[config.mk]
export PLATFORM = sky130hd
export DESIGN_NAME = keypad_matrix_scanner
export DESIGN_NICKNAME = d
export VERILOG_FILES = /design/src/design/kms_pkg.sv /design/src/design/kms_decode.sv /design/src/design/kms_result_fifo.sv /design/src/design/keypad_matrix_scanner.sv
export SDC_FILE = /design/constraint.sdc
export NUM_CORES = 1
export LEC_CHECK = 0
export CORE_MARGIN = 4
export CORE_UTILIZATION = 60
export DETAILED_ROUTE_END_ITERATION = 10
export DONT_BUFFER_PORTS = 1
export PLACE_DENSITY = 0.76
export SETUP_SLACK_MARGIN = 0.3
export SLEW_MARGIN = 10
export SYNTH_ARGS = -nofsm -noshare
export SYNTH_HDL_FRONTEND = slang
export SYNTH_SLANG_ARGS = --single-unit
[constraint.sdc]
create_clock -name clk -period 5.65 [get_ports clk]
set_input_delay 0.565 -clock clk [delete_from_list [all_inputs] [get_ports clk]]
set_output_delay 0.565 -clock clk [all_outputs]
set_load 0.05 [all_outputs]
[src/design/kms_pkg.sv]
`default_nettype none
package kms_pkg;

  localparam logic       KIND_SCAN    = 1'b0;
  localparam logic       KIND_TICK    = 1'b1;
  localparam logic [5:0] ON_CODE      = 6'd30;
  localparam logic [5:0] NO_KEY       = 6'd63;
  localparam logic [15:0] BOUNCE_RESET = 16'd50;
  localparam int         RAW_ROWS     = 4;
  localparam int         RAW_W        = 14;
  localparam int         PACK_W       = 10;

  typedef struct packed {
    logic        kind;
    logic [13:0] row3_raw;
    logic [13:0] row2_raw;
    logic [13:0] row1_raw;
    logic [13:0] row0_raw;
    logic        on_pin;
  } req_t;

  typedef struct packed {
    logic       key_valid;
    logic [5:0] key_code;
    logic       none_down;
    logic       last_in_run;
  } rsp_t;

  typedef struct packed {
    logic       have_on;
    logic       single;
    logic [5:0] found;
    logic       none;
  } dec_t;

  // active-low port bits to packed column bits
  // columns 0,1 from bits 12,13; columns 2..8 from bits 0..6; column 9 from bit 11
  function automatic logic [PACK_W-1:0] pack_row(input logic [RAW_W-1:0] raw);
    logic [RAW_W-1:0] down;
    down = ~raw;
    return {down[11], down[6:0], down[13], down[12]};
  endfunction

endpackage
`default_nettype wire

[src/design/kms_decode.sv]
`default_nettype none
module kms_decode #(
  parameter int ROWS       = 4,
  parameter int COLS       = 10,
  parameter int ON_BIT_POS = 40
) (
  input  wire kms_pkg::req_t        scan,
  input  wire logic [ON_BIT_POS:0]  held_map,
  output logic [ON_BIT_POS:0]       map,
  output kms_pkg::dec_t             dec
);
  import kms_pkg::*;

  localparam int READ_ROWS = (ROWS < RAW_ROWS) ? ROWS : RAW_ROWS;
  localparam int SCAN_W    = READ_ROWS * COLS;

  logic [RAW_W-1:0]      raw_rows [RAW_ROWS];
  logic [PACK_W-1:0]     packed_row;
  logic [ON_BIT_POS:0]   fresh;
  logic [SCAN_W-1:0]     keys;
  logic [5:0]            found;

  always_comb begin
    raw_rows[0] = scan.row0_raw;
    raw_rows[1] = scan.row1_raw;
    raw_rows[2] = scan.row2_raw;
    raw_rows[3] = scan.row3_raw;
  end

  always_comb begin
    map = '0;
    packed_row = '0;
    for (int r = 0; r < READ_ROWS; r++) begin
      packed_row = pack_row(raw_rows[r]);
      for (int c = 0; c < COLS; c++) begin
        map[r*COLS + c] = packed_row[c];
      end
    end
    map[ON_BIT_POS] = ~scan.on_pin;
  end

  assign fresh = map & ~held_map;
  assign keys  = fresh[SCAN_W-1:0];

  // lowest new key position
  always_comb begin
    found = '0;
    for (int p = SCAN_W - 1; p >= 0; p--) begin
      if (keys[p]) begin
        found = 6'(p);
      end
    end
  end

  always_comb begin
    dec.have_on = fresh[ON_BIT_POS];
    dec.single  = (keys != '0) && ((keys & (keys - SCAN_W'(1))) == '0);
    dec.found   = found;
    dec.none    = (map == '0);
  end

endmodule
`default_nettype wire

[src/design/kms_result_fifo.sv]
`default_nettype none
module kms_result_fifo (
  input  wire logic          clk,
  input  wire logic          rst,
  input  wire logic [1:0]    push_cnt,
  input  wire kms_pkg::rsp_t push0,
  input  wire kms_pkg::rsp_t push1,
  output logic [1:0]         room,
  output logic               rsp_valid,
  input  wire logic          rsp_ready,
  output kms_pkg::rsp_t      rsp
);
  import kms_pkg::*;

  rsp_t       q [2];
  rsp_t       q_next [2];
  logic [1:0] occ;
  logic [1:0] occ_next;
  logic       pop;
  logic [1:0] base;

  assign pop       = (occ != 2'd0) && rsp_ready;
  assign base      = occ - {1'b0, pop};
  assign room      = 2'd2 - base;
  assign occ_next  = base + push_cnt;
  assign rsp_valid = (occ != 2'd0);
  assign rsp       = q[0];

  always_ff @(posedge clk) begin
    if (rst) begin
      occ <= 2'd0;
    end else begin
      occ <= occ_next;
    end
  end

  always_comb begin
    q_next[0] = q[0];
    q_next[1] = q[1];
    if (pop) begin
      q_next[0] = q[1];
    end
    if (push_cnt != 2'd0) begin
      if (base[0]) begin
        q_next[1] = push0;
      end else begin
        q_next[0] = push0;
      end
    end
    if (push_cnt == 2'd2) begin
      q_next[1] = push1;
    end
  end

  always_ff @(posedge clk) begin
    q[0] <= q_next[0];
    q[1] <= q_next[1];
  end

  a_no_overflow: assert property (@(posedge clk) disable iff (rst)
    push_cnt <= room)
    else $error("result beat pushed without room");

  a_occ_range: assert property (@(posedge clk) disable iff (rst)
    occ != 2'd3)
    else $error("result queue occupancy out of range");

  a_head_held: assert property (@(posedge clk) disable iff (rst)
    rsp_valid && !rsp_ready |=> rsp_valid && $stable(q[0]))
    else $error("stalled result beat changed");

endmodule
`default_nettype wire

[src/design/keypad_matrix_scanner.sv]
// keypad matrix scanner with ghost rejection and same-key bounce suppression
//
// req channel: one beat is either a keyboard scan (kind 0, four active-low row
// readings and the ON pin) or one timer tick (kind 1). rsp channel: a scan
// gives one or two beats (ON code first, then the key); last_in_run marks the
// final beat of a scan. A tick gives no beat. cfg channel: writes bounce_window,
// always ready; write it only while no scan is in flight.
//
// A req beat lands in an input register, where the decode runs on it; once there
// is room, the key state updates and its results enter a two-entry result queue,
// whose head register drives rsp. One req beat per cycle is sustained when each
// scan gives one rsp beat and the receiver does not stall; a scan with ON plus a
// key fills two queue entries. The queue depth sets the sustained rate.
//
// When the receiver stalls, results wait in the queue and the input register
// keeps taking beats until the queue lacks room for the pending item.
// Reset (rst, synchronous) empties the pipeline, clears the held key map and
// the bounce countdown, forgets the last key and sets bounce_window to 50.
`default_nettype none
module keypad_matrix_scanner #(
  parameter int ROWS       = 4,
  parameter int COLS       = 10,
  parameter int ON_BIT_POS = 40
) (
  input  wire logic          clk,
  input  wire logic          rst,
  input  wire logic          req_valid,
  output logic               req_ready,
  input  wire kms_pkg::req_t req,
  output logic               rsp_valid,
  input  wire logic          rsp_ready,
  output kms_pkg::rsp_t      rsp,
  input  wire logic          cfg_valid,
  output logic               cfg_ready,
  input  wire logic [15:0]   cfg_data
);
  import kms_pkg::*;

  req_t                 stage;
  logic                 stage_valid;
  logic                 advance;
  logic [ON_BIT_POS:0]  held_map;
  logic [ON_BIT_POS:0]  map;
  dec_t                 dec;
  logic [5:0]           last_accepted;
  logic [15:0]          bounce_count;
  logic [15:0]          count_dec;
  logic                 bounce_armed;
  logic [15:0]          bounce_window;
  logic                 is_tick;
  logic                 accept_key;
  logic [1:0]           need;
  logic [1:0]           room;
  logic [1:0]           push_cnt;
  rsp_t                 push0;
  rsp_t                 push1;

  kms_decode #(
    .ROWS       (ROWS),
    .COLS       (COLS),
    .ON_BIT_POS (ON_BIT_POS)
  ) u_decode (
    .scan     (stage),
    .held_map (held_map),
    .map      (map),
    .dec      (dec)
  );

  assign is_tick    = (stage.kind == KIND_TICK);
  assign accept_key = dec.single && (dec.found != last_accepted);
  assign count_dec  = (bounce_count != 16'd0) ? bounce_count - 16'd1 : 16'd0;

  always_comb begin
    if (is_tick) begin
      need = 2'd0;
    end else if (dec.have_on && accept_key) begin
      need = 2'd2;
    end else begin
      need = 2'd1;
    end
  end

  assign advance   = stage_valid && (room >= need);
  assign req_ready = !stage_valid || advance;
  assign push_cnt  = advance ? need : 2'd0;
  assign cfg_ready = 1'b1;

  always_comb begin
    push1.key_valid   = 1'b1;
    push1.key_code    = dec.found;
    push1.none_down   = dec.none;
    push1.last_in_run = 1'b1;
    if (dec.have_on) begin
      push0.key_valid   = 1'b1;
      push0.key_code    = ON_CODE;
      push0.none_down   = dec.none;
      push0.last_in_run = !accept_key;
    end else if (accept_key) begin
      push0 = push1;
    end else begin
      push0.key_valid   = 1'b0;
      push0.key_code    = 6'd0;
      push0.none_down   = dec.none;
      push0.last_in_run = 1'b1;
    end
  end

  always_ff @(posedge clk) begin
    if (rst) begin
      stage_valid <= 1'b0;
    end else if (req_ready) begin
      stage_valid <= req_valid;
    end
  end

  always_ff @(posedge clk) begin
    if (req_ready && req_valid) begin
      stage <= req;
    end
  end

  always_ff @(posedge clk) begin
    if (rst) begin
      bounce_window <= BOUNCE_RESET;
    end else if (cfg_valid && cfg_ready) begin
      bounce_window <= cfg_data;
    end
  end

  always_ff @(posedge clk) begin
    if (rst) begin
      held_map      <= '0;
      last_accepted <= NO_KEY;
      bounce_count  <= 16'd0;
      bounce_armed  <= 1'b0;
    end else if (advance) begin
      if (is_tick) begin
        if (bounce_armed) begin
          bounce_count <= count_dec;
          if (count_dec == 16'd0) begin
            last_accepted <= NO_KEY;
            bounce_armed  <= 1'b0;
          end
        end
      end else begin
        held_map <= map;
        if (accept_key) begin
          last_accepted <= dec.found;
          bounce_count  <= bounce_window;
          bounce_armed  <= 1'b1;
        end
      end
    end
  end

  kms_result_fifo u_result_fifo (
    .clk       (clk),
    .rst       (rst),
    .push_cnt  (push_cnt),
    .push0     (push0),
    .push1     (push1),
    .room      (room),
    .rsp_valid (rsp_valid),
    .rsp_ready (rsp_ready),
    .rsp       (rsp)
  );

  a_forget_disarms: assert property (@(posedge clk) disable iff (rst)
    !bounce_armed |-> last_accepted == NO_KEY)
    else $error("last key kept without a running countdown");

  a_accept_arms: assert property (@(posedge clk) disable iff (rst)
    advance && !is_tick && accept_key |=> bounce_armed && last_accepted != NO_KEY)
    else $error("accepted key did not arm the countdown");

  a_tick_silent: assert property (@(posedge clk) disable iff (rst)
    advance && is_tick |-> push_cnt == 2'd0)
    else $error("tick produced a result beat");

endmodule
`default_nettype wire
==> impl_metrics.env <==
export IMPL_drtIter0Drc=558
export IMPL_synth_compound_area_frac=0.200
export IMPL_drc=0
export IMPL_cp_end_kind="register"
export IMPL_ys_seq_area_frac=0.467
export IMPL_vias_per_cell=6.47
export IMPL_crit_chain="o22ai_2 > nor4_4 > buf_4 > a31oi_1 > or4_1 > or4_4 > a211oi_4 > and2_0 > nor2_1 > ha_1 > nand2b_1 > a21oi_1 > nand2b_1 > nor2_4 > and2_1 > o21ai_0 > o32ai_1"
export IMPL_synth_seq_cells=143
export IMPL_grt_pass1_vias=5705
export IMPL_port_buffers=0
export IMPL_clk_latency_ns=0.43
export IMPL_syn_nets=872
export IMPL_critical_path_top_delay_family="simple AND/OR/NAND/NOR gates"
export IMPL_grt_pass1_wl_mm=28.2
export IMPL_cts_sinks=143
export IMPL_num_io_pins=91
export IMPL_combPwrFrac=0.264
export IMPL_synthArstFlopShare=0
export IMPL_clkPwrFrac=0.302
export IMPL_rsz0062_at_grt="no"
export IMPL_placed_cell_area_um2=7240
export IMPL_detail_route_antenna_nets=0
export IMPL_cts_buffers=17
export IMPL_maxSlewHeadroom=0.344
export IMPL_netlist_top_cells_area="dfxtp_1 (26%), edfxtp_1 (20%), nor2_1 (7.8%)"
export IMPL_grt_start_max_net_pins=75
export IMPL_sequentialPowerShare=0.434
export IMPL_synth_area_per_cell_um2=9.11
export IMPL_cts_tree="built"
export IMPL_synth_edff_count=49
export IMPL_ctsHoldBuffers=0
export IMPL_fin_crit_sh=0.883
export IMPL_core_um2=11600
export IMPL_muxShareOfSynthArea=0.0486
export IMPL_fill_cells=919
export IMPL_cp_slowest_cell="or4_1"
export IMPL_drv_slew=0
export IMPL_htree_levels=4
export IMPL_fin_tns_setup_ns=0
export IMPL_yosysTopAreaCell="dfxtp_1"
export IMPL_place_inst=900
export IMPL_syn_area_um2=7180
export IMPL_die_width_um=117
export IMPL_num_vias=6042
export IMPL_finClkSkew_ns=0.0180
export IMPL_nets=862
export IMPL_dr_pass1_iters=6
export IMPL_drive_gt1_frac=0.0872
export IMPL_max_freq_mhz=200
export IMPL_peakVddDrop_mv=0.372
export IMPL_num_rows=39
export IMPL_root_buffer="clkbuf_16"
export IMPL_antenna_found_initial=0
export IMPL_dieArea_um2=13800
export IMPL_die_h_um=117
export IMPL_crit_path_frequent_cell="nand2b_1"
export IMPL_start_kind="register"
export IMPL_p_sw_frac=0.354
export IMPL_place_congestion=0.963
export IMPL_synthFlopType="dfxtp_1"
export IMPL_synthXorXnorAreaFrac=0.0183
export IMPL_path_clk_slew_ns=0.06
export IMPL_critPathRequiredTime_ns=5.92
export IMPL_synth_adder_area_share=0.00871
export IMPL_worst_slew_pin_slew_ns=0.985
export IMPL_wl_per_cell_um=18.4
export IMPL_hold_viol=0
export IMPL_status="finished clean"
export IMPL_grt_overflow=0
export IMPL_intPower_mw=2.34
export IMPL_clock_path_buffers=2
export IMPL_final_cell_area_um2=7840
export IMPL_p_per_area_nw_per_um2=461
export IMPL_synth_top_family_by_area="simple AND/OR/NAND/NOR gates"
export IMPL_gr_usage_all_layers=0.252
export IMPL_diodes=0
export IMPL_ys_warn_count=0
export IMPL_synth_simple_gate_area_share=0.220
export IMPL_cp_arrival_ns=5.26
export IMPL_synth_cell_types=64
export IMPL_path_max_fanout=16
export IMPL_final_cells=934
export IMPL_dpl_hpwl_mm=12.2
export IMPL_cap_violations=0
export IMPL_hold_class="primary input to register"
export IMPL_max_stage_delay_ns=0.56
export IMPL_start_util=0.621
export IMPL_p_sw_mw=1.28
export IMPL_setup_viol_count_final=0
export IMPL_postLayoutCoreUtil=0.678
export IMPL_synth_cells=788
export IMPL_min_period_ns=4.99
export IMPL_routed_wirelength_mm=17.2
export IMPL_power_leakage_nw=2.76
export IMPL_syn_to_final_growth_pct=9.25
export IMPL_crit_type="register to register"
export IMPL_critPathBufInv=1
export IMPL_synth_top_area_frac=0.262
-- worst register-to-register path, stage by stage, from the launching register on --
cell and delay, ns:
edfxtp_1 0.51, o22ai_2 0.21, nor4_4 0.27, buf_4 0.25, a31oi_1 0.13, or4_1 0.56, or4_4 0.55, a211oi_4 0.23
and2_0 0.19, nor2_1 0.06, ha_1 0.29, nand2b_1 0.15, a21oi_1 0.26, nand2b_1 0.27, nor2_4 0.07, and2_1 0.29
o21ai_0 0.41, o32ai_1 0.14
-- worst paths after layout --
path	startpoint	endpoint	slack (ns)	cells after the start
worst max register to register	stage[2]	bounce_count[3]	0.66	17
worst min register to register	u_result_fifo.q[0][9]	u_result_fifo.q[0][9]	0.44	1
worst max-delay path	stage[2]	bounce_count[3]	0.66	17
worst min-delay path	rst	u_result_fifo.occ[0]	0.22	1
-- timing repair --
item	CTS	global route
setup endpoints to repair	0	33
buffers inserted	0	2
gates resized for setup	0	3
-- logic make-up (layout without fill, tap and decap cells) --
family	Yosys count	count (layout)
xor+xnor	15	15
buf+inv	56	59
mux	34	34
simple gates	332	332
compound gates	202	202
other cells	1	1
flops	143	143
fa+ha+maj	5	5
-- cell usage in the layout, fill, tap and decap left out, types with 5 or more instances in the layout --
cell / n
nor2_1: 147
dfxtp_1: 94
nand2_1: 50
a211oi_1: 49
edfxtp_1: 49
o21ai_0: 32
nor3_1: 30
o22ai_1: 29
mux2i_1: 27
a21oi_1: 21
nand3_1: 20
clkbuf_16: 17
nand4_1: 16
nor4_1: 14
buf_4: 14
inv_1: 13
nand2b_1: 10
nor2b_1: 9
o22a_1: 8
xor2_1: 8
o211ai_1: 7
mux2_2: 7
xnor2_1: 7
a22oi_1: 7
or2_2: 6
or4_1: 6
o31ai_1: 6
clkbuf_1: 6
or3_1: 5
ha_1: 5
-- metrics by stage --
| stage | setup WS, ns | total power [mW] | hold WS, ns |
|---|---|---|---|
| floorplan | 0.552 | 2.33 | 0.413 |
| global placement | 0.775 | 2.48 | 0.426 |
| detailed placement | 0.636 | 2.52 | 0.438 |
| CTS | 0.604 | 3.63 | 0.195 |
| global route | 0.380 | 3.83 | 0.192 |
| finish | 0.660 | 3.62 | 0.216 |
-- per-layer routing --
metal / wire length [µm] / GRT usage / vias to the layer above
met5: 0 / 0 / -
met4: 388 / 0.103 / 0
met3: 849 / 0.0630 / 33
met2: 8200 / 0.414 / 197
met1: 7730 / 0.318 / 2878
li1: - / - / 2934
-- power groups by stage --
| stage | combinational (mW) | clock (mW) | sequential, mW |
|---|---|---|---|
| 6_report | 0.957 | 1.09 | 1.57 |
| 5_1_grt | 1.07 | 1.16 | 1.60 |
| 4_1_cts | 0.948 | 1.12 | 1.57 |
| 3_5_place_dp | 0.940 | 0 | 1.58 |
| 3_3_place_gp | 0.909 | 0 | 1.57 |
| 2_1_floorplan | 0.911 | 0 | 1.42 |
-- synth_stat cells, types with 3 or more instances --
| library cell | n |
|---|---|
| o211ai_1 | 7 |
| a31oi_1 | 4 |
| buf_1 | 7 |
| ha_1 | 5 |
| nor4_1 | 14 |
| nor2_1 | 149 |
| nor2b_1 | 9 |
| nand2b_1 | 10 |
| o22a_1 | 8 |
| nand2_1 | 51 |
| edfxtp_1 | 49 |
| xor2_1 | 8 |
| or3_1 | 5 |
| clkbuf_1 | 21 |
| o31ai_1 | 6 |
| a2bb2oi_1 | 4 |
| a211oi_2 | 4 |
| nand3_1 | 20 |
| mux2i_1 | 27 |
| and2_1 | 4 |
| xnor2_1 | 7 |
| dfxtp_1 | 94 |
| a211oi_1 | 49 |
| buf_4 | 12 |
| a311oi_1 | 3 |
| a21oi_1 | 21 |
| a22oi_1 | 7 |
| nor3_1 | 30 |
| o32ai_1 | 4 |
| or2_2 | 6 |
| o32a_1 | 3 |
| nand4_1 | 16 |
| inv_1 | 13 |
| mux2_2 | 7 |
| o22ai_1 | 29 |
| or4_1 | 6 |
| o21ai_0 | 32 |
-- cell type report --
cell class / count / area [µm²] / share of cell area
repair buffers: 14 / 105 / 0.0134
flip-flops and latches: 143 / 3350 / 0.428
well taps: 143 / 179 / 0.0228
clock inverters: 8 / 113 / 0.0144
inverters: 13 / 48.8 / 0.00622
clock buffers: 24 / 462 / 0.0589
multi-input cells: 589 / 3580 / 0.457
-- registers in the layout, summed over array words and instances (netlist names) --
| name | flops |
|---|---|
| last_accepted | 6 |
| bounce_count | 16 |
| bounce_armed | 1 |
| held_map | 41 |
| bounce_window | 16 |
| is_tick | 1 |
| u_result_fifo.occ | 2 |
| u_result_fifo.q | 18 |
| stage_valid | 1 |
| stage | 41 |
No activity file was read; power rests on OpenSTA's default activity.
